==> config.mk <==
export PLATFORM = sky130hd
export DESIGN_NAME = sha1_stream_hasher
export DESIGN_NICKNAME = d
export VERILOG_FILES = /design/src/sv/sha1sh_pkg.sv /design/src/sv/sha1sh_core.sv /design/src/sv/sha1_stream_hasher.sv
export SDC_FILE = /design/constraint.sdc
export NUM_CORES = 2
export LEC_CHECK = 0
export ABC_AREA = 1
export BUFFER_PORTS_ARGS = -buffer_cell sky130_fd_sc_hd__buf_2
export CAP_MARGIN = 20
export CELL_PAD_IN_SITES_DETAIL_PLACEMENT = 1
export CELL_PAD_IN_SITES_GLOBAL_PLACEMENT = 1
export CORE_MARGIN = 5
export CORE_UTILIZATION = 35
export CTS_CLUSTER_DIAMETER = 30
export DETAILED_ROUTE_END_ITERATION = 7
export HOLD_SLACK_MARGIN = 0.08
export PLACE_DENSITY_LB_ADDON = 0.2
export SLEW_MARGIN = 20
export SYNTH_ARGS = -nofsm -noshare
export SYNTH_HDL_FRONTEND = slang
export SYNTH_SLANG_ARGS = --single-unit
==> constraint.sdc <==
create_clock -name clock -period 6.3 [get_ports clock]
set_input_delay 1.26 -clock clock [delete_from_list [all_inputs] [get_ports clock]]
set_output_delay 1.26 -clock clock [all_outputs]
set_load 0.01 [all_outputs]
==> src/sv/sha1sh_pkg.sv <==
// Package: types and constants shared by the SHA-1 stream hasher modules.
`default_nettype none

package sha1sh_pkg;

   typedef logic [31:0] word_type;

   localparam int LENGTH_BITS_DEF = 64;
   localparam int BYTE_OFFSET_W   = 6;
   localparam int ROUND_W         = 7;
   localparam int WORD_INDEX_W    = 3;

   localparam logic [BYTE_OFFSET_W-1:0] OFFSET_LAST = 6'd63;
   localparam logic [BYTE_OFFSET_W-1:0] LEN_START   = 6'd56;
   localparam logic [ROUND_W-1:0]       ROUND_LAST  = 7'd79;
   localparam logic [WORD_INDEX_W-1:0]  LAST_WORD_INDEX = 3'd4;
   localparam logic [7:0]               PAD_BYTE    = 8'h80;

   localparam word_type K_R0 = 32'h5A827999;
   localparam word_type K_R1 = 32'h6ED9EBA1;
   localparam word_type K_R2 = 32'h8F1BBCDC;
   localparam word_type K_R3 = 32'hCA62C1D6;

   localparam word_type [4:0] H_INIT = {
      32'hC3D2E1F0, 32'h10325476, 32'h98BADCFE, 32'hEFCDAB89, 32'h67452301
   };

   typedef enum logic [1:0] {
      ST_IDLE,
      ST_COMP,
      ST_PAD,
      ST_OUT
   } top_state_type;

   typedef enum logic [1:0] {
      CORE_IDLE,
      CORE_ROUND,
      CORE_FOLD
   } core_state_type;

   typedef struct packed {
      logic       load_byte;
      logic       new_word;
      logic [7:0] byte_data;
      logic       start;
      logic       chain_init;
   } core_ctrl_type;

   typedef struct packed {
      logic busy;
   } core_stat_type;

endpackage

`default_nettype wire

==> src/sv/sha1sh_core.sv <==
// Compression core: byte packer, message schedule window and one shared round unit.
`default_nettype none

module sha1sh_core (
   input  logic                          clock,
   input  logic                          reset,
   input  sha1sh_pkg::core_ctrl_type     ctrl,
   output sha1sh_pkg::core_stat_type     stat,
   output sha1sh_pkg::word_type [4:0]    chain_value
);
   import sha1sh_pkg::*;

   core_state_type       state_ff, state_in;
   logic [ROUND_W-1:0]   round_ff, round_in;
   word_type [4:0]       work_ff, work_in;
   word_type [4:0]       chain_ff, chain_in;
   word_type [15:0]      sched_ff, sched_in;
   word_type             f_val, k_val, w_mix, w_next, t_sum;

   always_comb begin
      state_in = state_ff;
      round_in = round_ff;
      work_in  = work_ff;
      chain_in = chain_ff;
      sched_in = sched_ff;

      if (round_ff inside {[7'd0:7'd19]}) begin
         f_val = (work_ff[1] & work_ff[2]) | (~work_ff[1] & work_ff[3]);
         k_val = K_R0;
      end else if (round_ff inside {[7'd20:7'd39]}) begin
         f_val = work_ff[1] ^ work_ff[2] ^ work_ff[3];
         k_val = K_R1;
      end else if (round_ff inside {[7'd40:7'd59]}) begin
         f_val = (work_ff[1] & work_ff[2]) | (work_ff[1] & work_ff[3]) |
                 (work_ff[2] & work_ff[3]);
         k_val = K_R2;
      end else begin
         f_val = work_ff[1] ^ work_ff[2] ^ work_ff[3];
         k_val = K_R3;
      end

      t_sum  = {work_ff[0][26:0], work_ff[0][31:27]} + f_val + work_ff[4] + k_val
               + sched_ff[0];
      w_mix  = sched_ff[13] ^ sched_ff[8] ^ sched_ff[2] ^ sched_ff[0];
      w_next = {w_mix[30:0], w_mix[31]};

      if (ctrl.load_byte) begin
         if (ctrl.new_word) begin
            for (int j = 0; j < 15; j++) begin
               sched_in[j] = sched_ff[j+1];
            end
            sched_in[15] = {24'd0, ctrl.byte_data};
         end else begin
            sched_in[15] = {sched_ff[15][23:0], ctrl.byte_data};
         end
      end

      case (state_ff)
         CORE_IDLE: begin
            if (ctrl.start) begin
               work_in  = chain_ff;
               round_in = '0;
               state_in = CORE_ROUND;
            end
         end
         CORE_ROUND: begin
            work_in[0] = t_sum;
            work_in[1] = work_ff[0];
            work_in[2] = {work_ff[1][1:0], work_ff[1][31:2]};
            work_in[3] = work_ff[2];
            work_in[4] = work_ff[3];
            for (int j = 0; j < 15; j++) begin
               sched_in[j] = sched_ff[j+1];
            end
            sched_in[15] = w_next;
            round_in     = round_ff + 7'd1;
            if (round_ff == ROUND_LAST) begin
               state_in = CORE_FOLD;
            end
         end
         CORE_FOLD: begin
            for (int j = 0; j < 5; j++) begin
               chain_in[j] = chain_ff[j] + work_ff[j];
            end
            state_in = CORE_IDLE;
         end
         default: begin
            state_in = CORE_IDLE;
         end
      endcase

      if (ctrl.chain_init) begin
         chain_in = H_INIT;
      end
   end

   always_ff @(posedge clock) begin
      if (reset) begin
         state_ff <= CORE_IDLE;
         round_ff <= '0;
         chain_ff <= H_INIT;
      end else begin
         state_ff <= state_in;
         round_ff <= round_in;
         chain_ff <= chain_in;
      end
   end

   always_ff @(posedge clock) begin
      work_ff  <= work_in;
      sched_ff <= sched_in;
   end

   assign stat.busy   = (state_ff != CORE_IDLE);
   assign chain_value = chain_ff;

endmodule

`default_nettype wire

==> src/sv/sha1_stream_hasher.sv <==
// SHA-1 stream hasher top level: byte intake, padding sequencer and digest output.
//
// Usage:
//   Input channel (req_*): one transfer per message byte. req_byte_valid says
//   whether req_data_byte is part of the message; req_is_last ends the message
//   (with req_byte_valid low it closes the message without adding a byte, so an
//   empty message hashes too). A transfer with neither flag set does nothing.
//   Output channel (rsp_*): five transfers per message, digest word 0 first,
//   rsp_last_word set on word 4.
// Timing:
//   The 64th byte of a block starts the round unit, which runs one SHA-1
//   round per cycle; req_stall is high while it runs.
//   After the final transfer the padding bytes are inserted one per cycle,
//   pausing while a filled block is compressed, up to 72 when the length
//   spills into a second block; each filled block is compressed before
//   the digest goes out.
//   The input stays stalled until the fifth word has transferred.
// Reset: chaining values return to the initial constants, the bit count to
//   zero; the block is ready as soon as reset falls.
// Receiver stall: the current digest word holds until it transfers; the
//   block takes no new input meanwhile.
`default_nettype none

module sha1_stream_hasher #(
   parameter int LENGTH_BITS = sha1sh_pkg::LENGTH_BITS_DEF
) (
   input  logic        clock,
   input  logic        reset,
   input  logic        req_valid,
   output logic        req_stall,
   input  logic [7:0]  req_data_byte,
   input  logic        req_byte_valid,
   input  logic        req_is_last,
   output logic        rsp_valid,
   input  logic        rsp_stall,
   output logic [31:0] rsp_digest_word,
   output logic [2:0]  rsp_word_index,
   output logic        rsp_last_word
);
   import sha1sh_pkg::*;

   top_state_type              state_ff, state_in;
   top_state_type              ret_ff, ret_in;
   logic [BYTE_OFFSET_W-1:0]   offset_ff, offset_in;
   logic [LENGTH_BITS-1:0]     bits_ff, bits_in, bits_next;
   logic [63:0]                len_ff, len_in;
   logic                       pad_first_ff, pad_first_in;
   logic                       len_ok_ff, len_ok_in;
   logic [WORD_INDEX_W-1:0]    idx_ff, idx_in;
   logic                       req_fire, rsp_fire, len_byte;
   logic [7:0]                 pad_data;
   core_ctrl_type              ctrl;
   core_stat_type              stat;
   word_type [4:0]             chain_value;

   sha1sh_core u_core (
      .clock       (clock),
      .reset       (reset),
      .ctrl        (ctrl),
      .stat        (stat),
      .chain_value (chain_value)
   );

   assign req_stall = (state_ff != ST_IDLE);
   assign req_fire  = req_valid && !req_stall;
   assign rsp_valid = (state_ff == ST_OUT);
   assign rsp_fire  = rsp_valid && !rsp_stall;

   assign rsp_digest_word = chain_value[idx_ff];
   assign rsp_word_index  = idx_ff;
   assign rsp_last_word   = (idx_ff == LAST_WORD_INDEX);

   assign bits_next = bits_ff + (req_byte_valid ? LENGTH_BITS'(8) : LENGTH_BITS'(0));
   assign len_byte  = !pad_first_ff && len_ok_ff && (offset_ff >= LEN_START);

   always_comb begin
      if (pad_first_ff) begin
         pad_data = PAD_BYTE;
      end else if (len_byte) begin
         pad_data = len_ff[63:56];
      end else begin
         pad_data = 8'd0;
      end
   end

   always_comb begin
      state_in     = state_ff;
      ret_in       = ret_ff;
      offset_in    = offset_ff;
      bits_in      = bits_ff;
      len_in       = len_ff;
      pad_first_in = pad_first_ff;
      len_ok_in    = len_ok_ff;
      idx_in       = idx_ff;
      ctrl         = '0;

      case (state_ff)
         ST_IDLE: begin
            if (req_fire) begin
               len_in       = 64'(bits_next);
               pad_first_in = 1'b1;
               len_ok_in    = 1'b0;
               if (req_byte_valid) begin
                  ctrl.load_byte = 1'b1;
                  ctrl.new_word  = (offset_ff[1:0] == 2'd0);
                  ctrl.byte_data = req_data_byte;
                  offset_in      = offset_ff + 6'd1;
                  bits_in        = bits_next;
               end
               if (req_byte_valid && offset_ff == OFFSET_LAST) begin
                  ctrl.start = 1'b1;
                  state_in   = ST_COMP;
                  ret_in     = req_is_last ? ST_PAD : ST_IDLE;
               end else if (req_is_last) begin
                  state_in = ST_PAD;
               end
            end
         end
         ST_PAD: begin
            ctrl.load_byte = 1'b1;
            ctrl.new_word  = (offset_ff[1:0] == 2'd0);
            ctrl.byte_data = pad_data;
            offset_in      = offset_ff + 6'd1;
            pad_first_in   = 1'b0;
            if (len_byte) begin
               len_in = {len_ff[55:0], 8'd0};
            end
            if (pad_first_ff && offset_ff < LEN_START) begin
               len_ok_in = 1'b1;
            end
            if (offset_ff == OFFSET_LAST) begin
               ctrl.start = 1'b1;
               state_in   = ST_COMP;
               ret_in     = len_ok_ff ? ST_OUT : ST_PAD;
               len_ok_in  = 1'b1;
            end
         end
         ST_COMP: begin
            if (!stat.busy) begin
               state_in = ret_ff;
               idx_in   = '0;
            end
         end
         ST_OUT: begin
            if (rsp_fire) begin
               if (idx_ff == LAST_WORD_INDEX) begin
                  ctrl.chain_init = 1'b1;
                  bits_in         = '0;
                  state_in        = ST_IDLE;
               end else begin
                  idx_in = idx_ff + 3'd1;
               end
            end
         end
         default: begin
            state_in = ST_IDLE;
         end
      endcase
   end

   always_ff @(posedge clock) begin
      if (reset) begin
         state_ff     <= ST_IDLE;
         ret_ff       <= ST_IDLE;
         offset_ff    <= '0;
         bits_ff      <= '0;
         pad_first_ff <= 1'b0;
         len_ok_ff    <= 1'b0;
         idx_ff       <= '0;
      end else begin
         state_ff     <= state_in;
         ret_ff       <= ret_in;
         offset_ff    <= offset_in;
         bits_ff      <= bits_in;
         pad_first_ff <= pad_first_in;
         len_ok_ff    <= len_ok_in;
         idx_ff       <= idx_in;
      end
   end

   always_ff @(posedge clock) begin
      len_ff <= len_in;
   end

endmodule

`default_nettype wire

==> qor.yml <==
clock_network:
  post_cts.repair.setup_buffers: 0
  worstSkewPairLatency_ns: 0.92
  htree_levels: 5
  clock-sinks: 978
  cts_hold_buf: 0
  cts.repair.resized: 0
  tritoncts: "yes"
  clk_pin_slew_ns: 0.05
  clk_path_buf_depth: 4
  clock-root-buffer: "clkbuf_16"
  cts_buffers: 281
synth:
  synthTopCellsByCount: "1433 x nand2_1, 816 x inv_1, 733 x edfxtp_1, 537 x a21oi_1, 402 x nand3_1"
  synth_area_per_cell_um2: 8.89
  ys.warnings.count: 0
  synth_cell_types: 59
  syn_area_um2: 54400
  synth_top_area_frac: 0.404
  synth_ff_type: "edfxtp_1"
  synth.area.top_cells: "edfxtp_1 40%, nand2_1 9.9%, dfxtp_1 9.0%"
  synth_nets: 6490
  synthCells: 6123
  seq_area_frac_synth: 0.495
  async_reset_ff_frac: 0
  synth_edf_count: 733
  ys_seq_elements: 978
  yosysMostFrequentCell: "nand2_1"
  yosysTopAreaCell: "edfxtp_1"
cells_and_area:
  finalNetCount: 6712
  instances_no_fill: 8598
  antenna_cells: 0
  syn2layout_area_growth_pct: 22.0
  fillerInstances: 17600
  drive_gt1_frac: 0.0964
die:
  rows: 144
  ioPinCount: 52
  coreArea_um2: 154000
  die_height_um: 404
  fp.dieArea_um2: 163000
  start_util: 0.352
  die_width_um: 404
placement:
  place_ws_ns: 0.702
  numPortBuffers: 51
  post-place-cells: 8106
  routabilityCongestion: 0.944
  dp_hpwl_mm: 157
sta:
  final.setup.worst_slack_ns: 0.579
  rsz0062_at_grt: "no"
  period_needed_ns: 5.72
  final_max_slew_viol_count: 0
  max_freq_ghz: 0.175
  tightestPinTransition_ns: 1.06
  clock_skew_ns: 0.0727
  slew_headroom: 0.285
  setup_viol: 0
  tns_ns: 0
  fin_crit_sh: 0.908
  hold_violations: 0
global_route:
  antenna_found_initial: 2
  grt_overflow_total: 0
  grt_pass1_vias: 47100
  grt_max_degree: 188
  grt.total_usage: 0.254
  grt_pass1_wl_mm: 308
power_and_ir_drop:
  clkPwrFrac: 0.471
  leakage_uw: 0.0272
  intPower_uw: 20500
  fin_total_pwr_uw: 29500
  power_frac_seq: 0.328
  vdd_ir_drop_max_mv: 0.289
  combPwrFrac: 0.200
  power_per_cell_area_nw_per_um2: 445
  swShare: 0.307
  power_switching_uw: 9050
critical_path:
  path_class: "reg -> reg"
  required_ns: 6.92
  start_kind: "flop"
  crit_fanout: 8
  end_kind: "flop"
  arrival_ns: 6.34
detailed_routing:
  drc: 0
  via_per_inst: 5.27
  first_pass_iters: 5
  wire_per_inst_um: 24.5
  drtIter0Drc: 3474
  drtAntennaViolNets: 0
  route.vias.total: 45300
  wl_mm: 210
min_path:
  hp-class: "reg -> reg"
outcome:
  run_status: "finished, final reports clean"
run:
  drv_cap: 0
[routing by layer]
layer | vias to the layer above | wire [um] | share of wire | GRT usage
met5 | - | 0 | 0 | 0
met4 | 0 | 10200 | 0.048 | 0.113
met3 | 441 | 11600 | 0.055 | 0.0439
met2 | 1211 | 96000 | 0.46 | 0.410
met1 | 22500 | 92700 | 0.44 | 0.337
li1 | 21100 | - | - | -
[power by group through the flow]
stage	Combinational [uW]	Clock, uW	Sequential (uW)
3_5_place_dp	5860	0	9770
2_1_floorplan	3720	0	9510
6_report	5910	13900	9690
4_1_cts	5930	14200	9710
5_1_grt	6460	14600	9790
3_3_place_gp	5790	0	9690
[per-stage QoR]
| step | util | hold WS, ns | cell area [um2] |
|---|---|---|---|
| global placement | 0.370 | 0.400 | 57100 |
| finish | 0.430 | 0.359 | 66400 |
| global route | 0.430 | 0.365 | 66400 |
| CTS | 0.430 | 0.364 | 66400 |
| floorplan | - | 0.400 | 54400 |
| detailed placement | 0.370 | 0.405 | 57100 |
[registers in the layout, summed over array words and instances, names as in the netlist]
register            cells
u_core.chain_value    160
u_core.work_ff        160
ret_ff                  2
state_ff                2
bits_ff                61
len_ok_ff               1
len_ff                 61
pad_first_ff            1
u_core.state_ff         2
offset_ff               6
u_core.round_ff         7
rsp_word_index          3
u_core.sched_ff       512
[cell type report]
class	count	area (um2)	area share
clock buffers	353	7710	0.116
repair buffers	105	768	0.0116
well taps	2044	2560	0.0385
flip-flops and latches	978	26900	0.406
clock inverters	139	1570	0.0236
multi-input cells	4153	23700	0.358
inverters	826	3110	0.0469
[worst paths after layout]
kind,end,startpoint,slack [ns],depth (start not counted)
setup / recovery,u_core.work_ff[25],u_core.round_ff[0],0.58,23
hold reg to reg,u_core.sched_ff[167],u_core.sched_ff[199],0.36,0
setup reg to reg,u_core.work_ff[25],u_core.round_ff[0],0.58,23
hold / removal,u_core.sched_ff[167],u_core.sched_ff[199],0.36,0
[cell families after synthesis]
kind of cell	count (synthesis)	share of synthesized area
buf+inv	992	0.0700
compound gates	1162	0.117
simple gates	2465	0.192
fa+ha+maj	353	0.0983
flops	978	0.495
xor+xnor	173	0.0280
[worst max-delay path, stage by stage, from the launching register on]
cell	delay, ns
dfxtp_1	0.34
ha_1	0.25
nand3_1	0.10
nand3_1	0.07
nand2_1	0.33
nand2_1	0.28
nor2_1	0.44
buf_4	0.20
fa_1	0.43
inv_1	0.10
fa_1	0.45
fa_1	0.46
inv_1	0.07
ha_1	0.22
inv_1	0.07
fa_1	0.36
inv_1	0.18
a31oi_1	0.15
o21bai_1	0.40
nand4_1	0.19
nand3_1	0.12
nand2_1	0.05
nand3_1	0.07
nand2_1	0.07
[cells in the final DEF, fill, tap and decap left out, types with 12 or more instances in the layout]
| cell | synthesis | routed |
|---|---|---|
| o21bai_1 | 33 | 33 |
| buf_2 | 20 | 51 |
| o31ai_1 | 32 | 32 |
| nand2_1 | 1433 | 1431 |
| o22ai_1 | 46 | 46 |
| clkbuf_16 | 0 | 292 |
| clkinv_1 | 1 | 20 |
| clkbuf_8 | 0 | 17 |
| a21oi_1 | 537 | 537 |
| fa_1 | 124 | 124 |
| clkinv_4 | 0 | 12 |
| edfxtp_1 | 733 | 733 |
| buf_4 | 9 | 46 |
| xor2_1 | 52 | 52 |
| a31oi_1 | 12 | 12 |
| nand3_1 | 402 | 402 |
| nand4_1 | 64 | 64 |
| clkbuf_1 | 114 | 44 |
| a21o_1 | 17 | 17 |
| ha_1 | 229 | 229 |
| a21boi_0 | 12 | 12 |
| inv_1 | 816 | 814 |
| bufinv_16 | 0 | 29 |
| nor4_1 | 12 | 12 |
| o21a_1 | 13 | 13 |
| o211ai_1 | 35 | 35 |
| nor3_1 | 57 | 57 |
| o21ai_1 | 26 | 26 |
| xnor2_1 | 120 | 120 |
| or2_2 | 25 | 25 |
| o21ai_0 | 369 | 369 |
| nor2_1 | 398 | 398 |
| dfxtp_1 | 245 | 244 |
| clkinvlp_4 | 0 | 33 |
| clkinv_2 | 0 | 37 |
Note: power is estimated with default switching activity, not from simulation.
